--- config.mk ---
export PLATFORM = sky130hd
export DESIGN_NAME = temp_sensor_to_seven_segment
export DESIGN_NICKNAME = d
export VERILOG_FILES = /design/src/rtl/core/tss_pkg.sv /design/src/rtl/core/temp_sensor_to_seven_segment.sv /design/src/rtl/core/tss_ctrl.sv /design/src/rtl/core/tss_dp.sv
export SDC_FILE = /design/constraint.sdc
export NUM_CORES = 1
export LEC_CHECK = 0
export BUFFER_PORTS_ARGS = -buffer_cell sky130_fd_sc_hd__buf_2
export CAP_MARGIN = 20
export CORE_MARGIN = 2
export CORE_UTILIZATION = 45
export DETAILED_ROUTE_END_ITERATION = 7
export GPL_TIMING_DRIVEN = 1
export MAX_ROUTING_LAYER = met4
export SETUP_SLACK_MARGIN = 0.5
export SLEW_MARGIN = 20
export SYNTH_ARGS = -nofsm -noshare
export SYNTH_HDL_FRONTEND = slang
export SYNTH_SLANG_ARGS = --single-unit
--- constraint.sdc ---
create_clock -name clk -period 12.5 [get_ports clk]
set_input_delay 0 -clock clk [delete_from_list [all_inputs] [get_ports clk]]
set_output_delay 0 -clock clk [all_outputs]
set_load 0.05 [all_outputs]
--- src/rtl/core/tss_pkg.sv ---
// ----------------------------------------------------------------------------
// tss_pkg: shared types and constants
// Widths, calibration constants, controller states, command and status
// structs, and the seven-segment code table.
// ----------------------------------------------------------------------------
package tss_pkg;

	localparam int SAMPLE_W  = 12;
	localparam int CAL_W     = 12;
	localparam int DIFF_W    = 13;  // signed sample - cal_low
	localparam int NUM_W     = 20;  // signed (sample - cal_low) * 80
	localparam int NUM_MAG_W = 19;  // |num| <= 327600
	localparam int DVS_W     = 12;  // |cal_high - cal_low| <= 4095
	localparam int TEMP_W    = 7;
	localparam int SEG_W     = 8;
	localparam int DIGIT_W   = 4;
	localparam int CNT_W     = 5;
	localparam int DIV_STEPS = NUM_MAG_W;
	localparam int IDX_W     = 1;

	localparam logic [IDX_W-1:0] REG_CAL_LOW  = 1'b0;
	localparam logic [IDX_W-1:0] REG_CAL_HIGH = 1'b1;

	localparam logic [CAL_W-1:0] CAL_LOW_RST  = 12'd1750;
	localparam logic [CAL_W-1:0] CAL_HIGH_RST = 12'd1330;

	localparam logic [TEMP_W-1:0] COLD_C = 7'd30;
	localparam logic [TEMP_W-1:0] TOP_C  = 7'd100;
	// largest quotient magnitudes that still land in 1..100
	localparam logic [NUM_MAG_W-1:0] MAX_POS_Q = 19'd70;
	localparam logic [NUM_MAG_W-1:0] MAX_NEG_Q = 19'd29;

	typedef enum logic [1:0] {
		ST_IDLE,
		ST_DIV,
		ST_EVAL
	} tss_state_t;

	typedef struct packed {
		logic load;
		logic step;
		logic eval;
	} tss_cmd_t;

	typedef struct packed {
		logic div_done;
		logic out_busy;
	} tss_status_t;

	// common-cathode codes, bit0 = segment a
	function automatic logic [SEG_W-1:0] seg_code(input logic [DIGIT_W-1:0] d);
		logic [SEG_W-1:0] c;
		case (d)
			4'd0:    c = 8'h3f;
			4'd1:    c = 8'h06;
			4'd2:    c = 8'h5b;
			4'd3:    c = 8'h4f;
			4'd4:    c = 8'h66;
			4'd5:    c = 8'h6d;
			4'd6:    c = 8'h7d;
			4'd7:    c = 8'h07;
			4'd8:    c = 8'h7f;
			4'd9:    c = 8'h6f;
			default: c = 8'h00;
		endcase
		return c;
	endfunction

endpackage

--- src/rtl/core/temp_sensor_to_seven_segment.sv ---
// ----------------------------------------------------------------------------
// temp_sensor_to_seven_segment: calibrated ADC temperature to digit codes
// Top level: sequencer plus datapath.
// ----------------------------------------------------------------------------
// Converts one 12-bit ADC reading of the temperature sensor per transfer into
// whole degrees Celsius by two-point calibration: (sample - cal_low_point) * 80
// divided by (cal_high_point - cal_low_point), truncated toward zero, plus 30.
// A result in 1..100 replaces the held temperature and raises updated;
// anything else, including equal calibration points, keeps the old value with
// updated low. Each result carries the held value and common-cathode segment
// codes (bit0 = segment a) for its ones, tens, hundreds and thousands digits.
// Each item goes from the input transfer, whose edge latches the operands,
// through the bit-serial restoring divider (one quotient bit per cycle, one
// step for each bit of the 19-bit numerator magnitude) to the commit that
// sets output valid. The input reopens the cycle after the commit, so no
// sample is taken while one is converting; a stalled output delays the
// commit. A new sample is taken once the previous one has been committed,
// even while its result still waits in the output register. Calibration
// registers are written through cfg_we/cfg_index/cfg_data (index 0 low point,
// 1 high point) and should only change while no conversion is in flight.
module temp_sensor_to_seven_segment (
	input  logic                          clk,
	input  logic                          arst_n,
	input  logic                          cfg_we,
	input  logic [tss_pkg::IDX_W-1:0]      cfg_index,
	input  logic [tss_pkg::CAL_W-1:0]      cfg_data,
	input  logic                          in_valid,
	output logic                          in_stall,
	input  logic [tss_pkg::SAMPLE_W-1:0]   sample,
	output logic                          out_valid,
	input  logic                          out_stall,
	output logic [tss_pkg::TEMP_W-1:0]     shown_temp,
	output logic                          updated,
	output logic [tss_pkg::SEG_W-1:0]      seg_ones,
	output logic [tss_pkg::SEG_W-1:0]      seg_tens,
	output logic [tss_pkg::SEG_W-1:0]      seg_hundreds,
	output logic [tss_pkg::SEG_W-1:0]      seg_thousands
);
	import tss_pkg::*;

	tss_cmd_t    cmd;
	tss_status_t status;

	// sequencer: idle -> divide -> commit
	tss_ctrl u_ctrl (
		.clk      (clk),
		.arst_n   (arst_n),
		.in_valid (in_valid),
		.in_stall (in_stall),
		.status   (status),
		.cmd      (cmd)
	);

	// calibration, divider, held value and output register
	tss_dp u_dp (
		.clk           (clk),
		.arst_n        (arst_n),
		.cfg_we        (cfg_we),
		.cfg_index     (cfg_index),
		.cfg_data      (cfg_data),
		.sample        (sample),
		.cmd           (cmd),
		.status        (status),
		.out_stall     (out_stall),
		.out_valid     (out_valid),
		.shown_temp    (shown_temp),
		.updated       (updated),
		.seg_ones      (seg_ones),
		.seg_tens      (seg_tens),
		.seg_hundreds  (seg_hundreds),
		.seg_thousands (seg_thousands)
	);

	// the held value never leaves 0..100
	a_temp_range: assert property (@(posedge clk) disable iff (!arst_n)
		shown_temp <= TOP_C)
		else $error("shown_temp out of range");

	// an update always carries a nonzero temperature
	a_update_nonzero: assert property (@(posedge clk) disable iff (!arst_n)
		out_valid && updated |-> shown_temp != '0)
		else $error("updated with zero temperature");

	// once a sample is taken the input side is busy for the divide
	a_busy_after_take: assert property (@(posedge clk) disable iff (!arst_n)
		in_valid && !in_stall |=> in_stall)
		else $error("input taken while converting");

	// thousands digit always shows the zero code
	a_thousands_zero: assert property (@(posedge clk) disable iff (!arst_n)
		seg_thousands == seg_code(4'd0))
		else $error("thousands digit not zero");

endmodule

--- src/rtl/core/tss_ctrl.sv ---
// ----------------------------------------------------------------------------
// tss_ctrl: conversion sequencer
// Accepts a sample, runs the serial divide, then commits the result once the
// output register is free.
// ----------------------------------------------------------------------------
module tss_ctrl (
	input  logic                clk,
	input  logic                arst_n,
	input  logic                in_valid,
	output logic                in_stall,
	input  tss_pkg::tss_status_t status,
	output tss_pkg::tss_cmd_t   cmd
);
	import tss_pkg::*;

	tss_state_t state_q, state_d;

	always_ff @(posedge clk or negedge arst_n) begin
		if (!arst_n) begin
			state_q <= ST_IDLE;
		end else begin
			state_q <= state_d;
		end
	end

	always_comb begin
		state_d  = state_q;
		cmd      = '0;
		in_stall = 1'b1;
		case (state_q)
			ST_IDLE: begin
				in_stall = 1'b0;
				if (in_valid) begin
					cmd.load = 1'b1;
					state_d  = ST_DIV;
				end
			end
			ST_DIV: begin
				cmd.step = 1'b1;
				if (status.div_done) begin
					state_d = ST_EVAL;
				end
			end
			ST_EVAL: begin
				// wait while the previous result is still held up
				if (!status.out_busy) begin
					cmd.eval = 1'b1;
					state_d  = ST_IDLE;
				end
			end
			default: begin
				state_d = ST_IDLE;
			end
		endcase
	end

endmodule

--- src/rtl/core/tss_dp.sv ---
// ----------------------------------------------------------------------------
// tss_dp: conversion datapath
// Calibration registers, operand setup, restoring divider, range check,
// held temperature and output register with digit decode.
// ----------------------------------------------------------------------------
module tss_dp (
	input  logic                                  clk,
	input  logic                                  arst_n,
	input  logic                                  cfg_we,
	input  logic [tss_pkg::IDX_W-1:0]              cfg_index,
	input  logic [tss_pkg::CAL_W-1:0]              cfg_data,
	input  logic [tss_pkg::SAMPLE_W-1:0]           sample,
	input  tss_pkg::tss_cmd_t                     cmd,
	output tss_pkg::tss_status_t                  status,
	input  logic                                  out_stall,
	output logic                                  out_valid,
	output logic [tss_pkg::TEMP_W-1:0]             shown_temp,
	output logic                                  updated,
	output logic [tss_pkg::SEG_W-1:0]              seg_ones,
	output logic [tss_pkg::SEG_W-1:0]              seg_tens,
	output logic [tss_pkg::SEG_W-1:0]              seg_hundreds,
	output logic [tss_pkg::SEG_W-1:0]              seg_thousands
);
	import tss_pkg::*;

	logic [CAL_W-1:0]     cal_low_q, cal_high_q;
	logic [DVS_W-1:0]     dvs_q;
	logic [DVS_W-1:0]     rem_q;
	logic [NUM_MAG_W-1:0] quo_q;
	logic [CNT_W-1:0]     cnt_q;
	logic                 qneg_q, dvs_zero_q;
	logic [TEMP_W-1:0]    held_q;
	logic                 updated_q, out_valid_q;

	// operand setup
	logic [DIFF_W-1:0]    diff, span;
	logic [NUM_W-1:0]     diff_ext, num, num_mag_full;
	logic [DIFF_W-1:0]    span_mag_full;

	assign diff     = {1'b0, sample} - {1'b0, cal_low_q};
	assign span     = {1'b0, cal_high_q} - {1'b0, cal_low_q};
	assign diff_ext = {{(NUM_W-DIFF_W){diff[DIFF_W-1]}}, diff};
	// x * 80 = x * 64 + x * 16
	assign num      = (diff_ext << 6) + (diff_ext << 4);
	assign num_mag_full  = num[NUM_W-1] ? (~num + 1'b1) : num;
	assign span_mag_full = span[DIFF_W-1] ? (~span + 1'b1) : span;

	// one restoring step
	logic [DVS_W:0] shifted, trial;
	logic           ge;

	assign shifted = {rem_q, quo_q[NUM_MAG_W-1]};
	assign trial   = shifted - {1'b0, dvs_q};
	assign ge      = !trial[DVS_W];

	// range check on the finished quotient
	logic              accept;
	logic [TEMP_W-1:0] temp_new;

	assign accept   = !dvs_zero_q && (qneg_q ? (quo_q <= MAX_NEG_Q) : (quo_q <= MAX_POS_Q));
	assign temp_new = qneg_q ? (COLD_C - quo_q[TEMP_W-1:0]) : (COLD_C + quo_q[TEMP_W-1:0]);

	always_ff @(posedge clk or negedge arst_n) begin
		if (!arst_n) begin
			cal_low_q  <= CAL_LOW_RST;
			cal_high_q <= CAL_HIGH_RST;
		end else if (cfg_we) begin
			case (cfg_index)
				REG_CAL_LOW:  cal_low_q  <= cfg_data;
				REG_CAL_HIGH: cal_high_q <= cfg_data;
				default: ;
			endcase
		end
	end

	always_ff @(posedge clk) begin
		if (cmd.load) begin
			dvs_q      <= span_mag_full[DVS_W-1:0];
			dvs_zero_q <= (span == '0);
			qneg_q     <= num[NUM_W-1] ^ span[DIFF_W-1];
			quo_q      <= num_mag_full[NUM_MAG_W-1:0];
			rem_q      <= '0;
		end else if (cmd.step) begin
			rem_q <= ge ? trial[DVS_W-1:0] : shifted[DVS_W-1:0];
			quo_q <= {quo_q[NUM_MAG_W-2:0], ge};
		end
	end

	always_ff @(posedge clk or negedge arst_n) begin
		if (!arst_n) begin
			cnt_q <= '0;
		end else if (cmd.load) begin
			cnt_q <= '0;
		end else if (cmd.step) begin
			cnt_q <= cnt_q + 1'b1;
		end
	end

	always_ff @(posedge clk or negedge arst_n) begin
		if (!arst_n) begin
			held_q      <= '0;
			updated_q   <= 1'b0;
			out_valid_q <= 1'b0;
		end else if (cmd.eval) begin
			if (accept) begin
				held_q <= temp_new;
			end
			updated_q   <= accept;
			out_valid_q <= 1'b1;
		end else if (out_valid_q && !out_stall) begin
			out_valid_q <= 1'b0;
		end
	end

	assign status.div_done = (cnt_q == CNT_W'(DIV_STEPS - 1));
	assign status.out_busy = out_valid_q && out_stall;

	// digit split of the held value (0..100)
	logic                hund;
	logic [TEMP_W-1:0]   rem_tens;
	logic [14:0]         tens_prod;
	logic [DIGIT_W-1:0]  tens_d, ones_d;
	logic [TEMP_W-1:0]   ones_full;

	assign hund      = (held_q >= TOP_C);
	assign rem_tens  = hund ? (held_q - TOP_C) : held_q;
	// /10 by reciprocal: (x * 205) >> 11 is exact for x < 1029
	assign tens_prod = 15'(rem_tens) * 15'd205;
	assign tens_d    = tens_prod[14:11];
	assign ones_full = rem_tens - {tens_d, 3'b000} - {2'b00, tens_d, 1'b0};
	assign ones_d    = ones_full[DIGIT_W-1:0];

	assign out_valid     = out_valid_q;
	assign shown_temp    = held_q;
	assign updated       = updated_q;
	assign seg_ones      = seg_code(ones_d);
	assign seg_tens      = seg_code(tens_d);
	assign seg_hundreds  = seg_code({3'b000, hund});
	// a 7-bit value never reaches a thousands digit
	assign seg_thousands = seg_code(4'd0);

endmodule

Yosys cells after proc, flatten, opt, wreduce, memory -nomap -nowiden
Memory sizes are Yosys's and may differ from the RTL's.
Cells that the tools add are included.
Widths: inputs -> output; s select.
{ "classes": {"n_addsub": 12, "multipliers": 1, "n_div": 0, "magnitude_cmp": 3, "eq_ne": 6, "shift": 0, "muxes": 23, "bitwise": 5, "reduce_logical": 14} }
{ "ops": {"columns": ["operator", "n"], "rows": [
  ["$mux 19", 3],
  ["$sub 12x12->13", 2],
  ["$mux 12", 2],
  ["$add 19x17->20", 1],
  ["$add 19x1->19 const B", 1],
  ["$le 19x5->1 const B", 1],
  ["$le 19x7->1 const B", 1],
  ["$not 19->19", 1],
  ["$pmux 8 s2", 1],
  ["$mul 7x8->15 const B", 1],
  ["$mux 7", 2],
  ["$logic_not 13->1", 1],
  ["$sub 13x12->13", 1],
  ["$add 12x1->12 const B", 1],
  ["$not 12->12", 1],
  ["$mux 5", 2],
  ["$mux 1", 9],
  ["$sub 4x4->4", 2],
  ["$add 5x7->7 const A", 1],
  ["$ge 7x7->1 const B", 1],
  ["$sub 5x7->7 const A", 1],
  ["$sub 7x7->7 const B", 1],
  ["$mux 2", 3],
  ["$ne 2x2->1 const B", 3],
  ["other kinds (13)", 21]
]} }
{ "word_totals": {"register_bits": 85, "latchBits": 0, "ram_bits": 0, "romBits": 224, "input_bits": 30, "out_inout_bits": 42, "word_cells": 78, "memories": 2} }
{ "memory_table": {"columns": ["memory", "depth", "width", "rd", "rd_clocked_by_memory_dff", "write_ports", "line_no", "source"], "rows": [
  ["(no name shown)", 16, 7, 1, 0, 0, "tss_pkg.sv:53", "case (d)"],
  ["(no name shown)", 16, 7, 1, 0, 0, "tss_pkg.sv:53", null]
]} }

Longest topological paths before layout
{ "logic_depth": {"depth_word": 6, "ltp_mapped": 29} }

Hierarchy
Synthesis repeated with hierarchy kept, for this count alone.
{ "unflattened": {"hier_cells": 859, "area_unflattened_um2": 7950.1} }
{ "modules_own_cells": {"columns": ["module", "n_inst", "cells_each", "area_each_um2", "seq_area_each_um2"], "rows": [
  ["tss_dp", 1, 847, 7833.8, 2197.1],
  ["tss_ctrl", 1, 12, 116.4, 50.0]
]} }

Least setup slack after synthesis
Ideal clock, no wire load.
{ "synth_timing": {"path_type": "register -> output", "from": "reg u_dp.held_q[0], in the netlist u_dp.shown_temp[0]", "to": "out seg_ones[0] (netlist name)", "arrival_ns": 7.675, "path_slack_ns": 4.825, "path_stages_with_launch": 28, "path_buffers": 0, "cell_sequence": "dfrtp_1 > inv_1 > ha_1 > nand2_1 > a21oi_1 > inv_1 > o21ai_1 > ha_1 > ha_1 > fa_1 > inv_1 > fa_1 > inv_1 > ha_1 > nand4_1 > a21oi_1 > a21oi_1 > o21bai_1 > a21oi_1 > xnor2_1 > ha_1 > nor3b_1 > nor2_1 > a311o_1 > a211oi_1 > xnor2_1 > xnor3_2 > o21ai_0"} }
{ "synth_via": {"elab_chain_len": 6, "elab_cells_between_ends": 7, "classes_between": "add/sub (3); mul (1); order compare (1); mux (1); memory (1)"} }
{ "synth_lines": {"columns": ["item", "line_no", "source"], "rows": [
  ["start, declared", "tss_dp.sv:32", "logic [TEMP_W-1:0] held_q;"],
  ["start signal, assigned", "tss_dp.sv:106", "held_q <= temp_new;"],
  ["$sub 7x7->7 / $ge 7x7->1 (equally long branches)", "tss_dp.sv:126, tss_dp.sv:125", null],
  ["$mux 7 (*)", "tss_dp.sv:126", "assign rem_tens = hund ? (held_q - TOP_C) : held_q;"],
  ["$mul 7x8->15", "tss_dp.sv:128", "assign tens_prod = 15'(rem_tens) * 15'd205;"],
  ["$sub 4x4->4", "tss_dp.sv:130", "assign ones_full = rem_tens - {tens_d, 3'b000} - {2'b00, tens_d, 1'b0};"],
  ["$sub 4x4->4 (*)", "tss_dp.sv:130", null],
  ["$mem_v2 16x7 (*)", null, null],
  ["end, declared", "temp_sensor_to_seven_segment.sv:34", "output logic [tss_pkg::SEG_W-1:0] seg_ones,"]
]} }
Mark *: on every way between the ends. The rest lies on a longest branch, timed or not.

Worst setup path in the final report
{ "layout_timing": {"from": "reg u_dp.held_q[0], in the netlist u_dp.shown_temp[0]", "to": "out seg_ones[2] (netlist name)"} }
The elaborated chain is that of the path after synthesis.

==> results_tabular.tex <==
\begin{tabular}{lr}
\hline
Metric & Value \\
\hline
\multicolumn{2}{l}{\textbf{Outcome}} \\
\quad Result of the run & finished clean \\
\multicolumn{2}{l}{\textbf{Setup path}} \\
\quad Data arrival time of the critical path & around 7.8 ns \\
\quad Critical register-to-register path endpoint & u\_dp.quo\_q[18] \\
\quad Critical Path Source & u\_dp.shown\_temp[0] \\
\quad Maximum fanout along the worst path & 10 \\
\quad Kind of launch point of the worst setup path & register \\
\quad Largest stage delay on the critical path & $\sim$0.53 ns \\
\quad Worst flop-to-flop path startpoint & u\_dp.cal\_low\_q[2] \\
\quad Cell with the largest stage delay on the worst path & fa\_1 \\
\quad End point of the critical path & seg\_ones[2] \\
\quad Depth of the most critical reg-to-reg path & 16 \\
\quad FF-to-FF setup slack & 7.64 ns \\
\quad Type of the worst setup path & reg -> out \\
\quad Data required, critical path & between 10 and 15 ns \\
\quad CP Capture Type & primary output \\
\multicolumn{2}{l}{\textbf{Logic synthesis}} \\
\quad Post-synth cell types & 75 \\
\quad Register area share after synthesis & approximately 28\% \\
\quad Cell Area, Synth & 7920 µm² \\
\quad Proportion of register bits with asynchronous set or reset after synthesis & between 40\% and 50\% \\
\quad Post-synth top area cell & ha\_1 \\
\quad Most used DFF post-synth & edfxtp\_1 \\
\quad Ys Warns & 0 \\
\quad Share of the synthesized area in the top cell type & 17.1\% \\
\quad Syn avg cell area & about 9 µm² \\
\quad Cells taking the most area after synthesis & ha\_1 17\%, edfxtp\_1 13\%, dfrtp\_1 8.9\% \\
\quad Syn Inst Count & between 800 and 900 \\
\quad Flip-flop and latch count after synthesis & 85 \\
\quad Number of enable-type register cells in the synthesized netlist & 33 \\
\multicolumn{2}{l}{\textbf{Pwr}} \\
\quad Sw Ratio & 42.5\% \\
\quad Lkg Pwr & $\sim$4.1 nW \\
\quad Internal Pwr Total & 1.04 mW \\
\quad Relative contribution of the clock network to total power & between 10\% and 20\% \\
\quad Max rail drop VDD & between 0.15 and 0.2 mV \\
\quad Switching power of the nets & about 0.77 mW \\
\quad Portion of total power attributed to combinational logic & between 50\% and 60\% \\
\quad Reg power frac & roughly 27\% \\
\quad Power density relative to cell area & between 200 and 250 nW/µm² \\
\quad Final Total Pwr & about 1.8 mW \\
\multicolumn{2}{l}{\textbf{Finish}} \\
\quad Most common library cell in the layout ignoring fill and taps & ha\_1 \\
\quad Count of antenna diodes in the layout & 0 \\
\quad Fraction of final layout cells with drive strength greater than 1 & around an eighth \\
\quad Layout net count & $\sim$1,100 \\
\quad Area growth from synthesis to layout & 11.0\% \\
\quad Layout fillers & 1,624 \\
\quad Commonest cells after routing, fill and taps aside & 108 x ha\_1, 81 x inv\_1, 79 x nand2\_1 \\
\multicolumn{2}{l}{\textbf{CTS}} \\
\quad CTS Root Buffer Type & clkbuf\_16 \\
\quad Number of setup buffers added after CTS & 0 \\
\quad Count of H-tree levels built during CTS & 3 \\
\quad Clock-pin slew on the worst setup and hold paths & about 0.060 ns \\
\quad Worst-case clock buffer depth & 2 \\
\quad Number of buffers created by CTS & 9 \\
\quad CTS tree & built \\
\quad Later-pin clock latency in the skew report & 0.35 ns \\
\quad Number of clock sinks & 85 \\
\multicolumn{2}{l}{\textbf{STA}} \\
\quad Final setup violating endpoints & 0 \\
\quad Max-Slew Margin vs Limit & a little under two fifths \\
\quad Setup repair after global routing missed its margin & false \\
\quad Final total negative setup slack & 0 ns \\
\quad Number of endpoints with negative hold slack in the final report & 0 \\
\quad Top achievable clock speed & between 0.1 and 0.15 GHz \\
\quad Final Slew Violations & 0 \\
\quad Clock period minus worst slack & about 7.8 ns \\
\quad Transition time at the pin with the least slew margin & around 0.93 ns \\
\quad Final setup skew & between 0.008 and 0.009 ns \\
\quad Period Utilization, post-route & 62.5\% \\
\multicolumn{2}{l}{\textbf{Floorplan}} \\
\quad Starting utilization of the core area & 45.9\% \\
\quad Total die area & approximately 19,000 µm² \\
\quad Height of the chip & between 100 and 150 µm \\
\quad Core ar. & 17,200 µm² \\
\quad Standard-cell row count & between 40 and 50 \\
\quad Die Wd & around 140 µm \\
\quad Ports & a little over 70 \\
\multicolumn{2}{l}{\textbf{Route}} \\
\quad Vias per cell & 5.18 \\
\quad DRT iter0 DRCs & between 200 and 300 \\
\quad Number of routed nets with antenna violations & 0 \\
\quad Total Routed Length & 16,600 µm \\
\quad Detailed-route via count & about 6,000 \\
\quad Pre-Repair DR Iteration Count & 5 \\
\quad Number of design rule violations left after detail routing & 0 \\
\quad Detailed-route wire length per cell & between 10 and 15 µm \\
\multicolumn{2}{l}{\textbf{Global route}} \\
\quad Antenna violations before repair & 0 \\
\quad Maximum number of pins on one net before global-route repair & 41 \\
\quad Global route overflow & 0 \\
\quad Global-route total usage across every layer & 19.2\% \\
\quad First-pass GRT wire length & 27,600 µm \\
\quad Vias in the first global route & around 5,600 \\
\multicolumn{2}{l}{\textbf{Hold path}} \\
\quad HP Class & in -> reg \\
\quad Worst hold start & cfg\_index \\
\multicolumn{2}{l}{\textbf{Flow run}} \\
\quad Number of maximum-capacitance violations & 0 \\
\multicolumn{2}{l}{\textbf{Placement}} \\
\quad DP HPWL & approximately 13,000 µm \\
\quad \# port buffers & 57 \\
\quad Routability Congestion & $\sim$0.86 \\
\hline
\end{tabular}
## timing repair
| action | in CTS | in global routing |
|---|---|---|
| hold buffers | 14 | 0 |
| hold endpoints to repair | 54 | 0 |
| gates resized for setup | 0 | 0 |
## cells by family after synthesis
| kind of cell | after synthesis | share of synthesized area, % |
|---|---|---|
| adder cells (fa/ha/maj) | 120 | 20.1 |
| AND/OR/NAND/NOR | 236 | 14.4 |
| flip-flops | 85 | 28.4 |
| buffers and inverters | 117 | 6.40 |
| XOR/XNOR | 76 | 8.60 |
| AO/OA/AOI/OAI | 214 | 17.6 |
| other | 2 | 0.0949 |
| multiplexers | 32 | 4.35 |
## routing by layer
metal | wire [µm] | GRT usage [%] | part of all wire, %
met1 | 8450 | 26.7 | 51
met2 | 7480 | 29.7 | 45
met3 | 454 | 3.19 | 2.7
met4 | 166 | 3.65 | 1.0
met5 | 0 | - | 0
## sequential cells by signal, indices dropped and copies added, names as in the netlist
signal           flops
u_ctrl.state_q       2
u_dp.cal_high_q     12
u_dp.cal_low_q      12
u_dp.cnt_q           5
u_dp.dvs_q          12
u_dp.dvs_zero_q      1
u_dp.out_valid       1
u_dp.qneg_q          1
u_dp.quo_q          19
u_dp.rem_q          12
u_dp.shown_temp      7
u_dp.updated         1
## worst max-delay path: cells and delay by family (launching register included)
kind                       cells  cell delay [ns]
and+or+nand+nor                5             0.76
AOI/OAI and AO/OA              9             1.86
DFF                            1             0.43
xor gates and xnor gates       4             1.35
buffers and inverters          5             0.66
adders and majority gates      7             2.40
## layout make-up
| cell class | instances | area, µm² | area share (%) |
|---|---|---|---|
| Clock buffer | 15 | 268 | 3.05 |
| Clock inverter | 1 | 30.0 | 0.342 |
| Inverter | 83 | 312 | 3.55 |
| Multi-Input combinational cell | 692 | 5210 | 59.3 |
| Sequential cell | 85 | 2250 | 25.6 |
| Tap cell | 225 | 282 | 3.20 |
| Timing Repair Buffer | 73 | 440 | 5.01 |
## through the flow
| stage | util, % | std cells | cell area (µm²) | setup slack [ns] | hold WS [ns] |
|---|---|---|---|---|---|
| after floorplan | - | 894 | 7960 | 4.82 | -0.296 |
| after global placement | 48.4 | 1144 | 8350 | 5.26 | 0.195 |
| after global routing | 51.0 | 1174 | 8790 | 3.99 | 0.169 |
| after detailed placement | 48.4 | 1144 | 8350 | 5.04 | 0.223 |
| final | 51.0 | 1174 | 8790 | 4.69 | 0.133 |
| after CTS | 51.0 | 1174 | 8790 | 4.64 | 0.117 |
## Yosys cell counts, drive strengths merged, types with 6 or more instances
library cell and count:
or3 6, and3 6, o31ai 6, xor2 21
xnor2 54, nand3 10, a211oi 11, clkbuf 14
inv 81, fa 12, nand2b 13, or2 10
edfxtp 33, dfxtp 12, a21oi 48, nor2 52
buf 20, mux2 16, and2 7, a21o 13
dfrtp 28, dfstp 12, o21a 7, nand2 79
ha 108, nor3b 6, nor2b 11, a31oi 9
mux2i 16, nor3 20, o21ai 76
## worst min path at each step
| stage | end | slack, ns | cells past startpoint |
|---|---|---|---|
| final | u_dp.cal_low_q[4] | 0.13 | 5 |
| after global routing | u_dp.cal_low_q[1] | 0.17 | 5 |
| after CTS | u_dp.cal_low_q[6] | 0.12 | 5 |
| after detailed placement | u_dp.cnt_q[4] | 0.22 | 1 |
| after global placement | u_ctrl.state_q[1] | 0.20 | 1 |
| after floorplan | u_ctrl.state_q[0] | -0.30 | 0 |
## power groups by stage
| stage | Sequential [mW] | Clock [mW] | Combinational, mW |
|---|---|---|---|
| after floorplan | 0.461 | 0 | 0.866 |
| after global placement | 0.491 | 0 | 1.03 |
| after detailed placement | 0.492 | 0 | 1.04 |
| after CTS | 0.488 | 0.279 | 1.05 |
| after global routing | 0.500 | 0.291 | 1.18 |
| final | 0.488 | 0.271 | 1.04 |
Note: power is estimated with default switching activity, not from simulation.
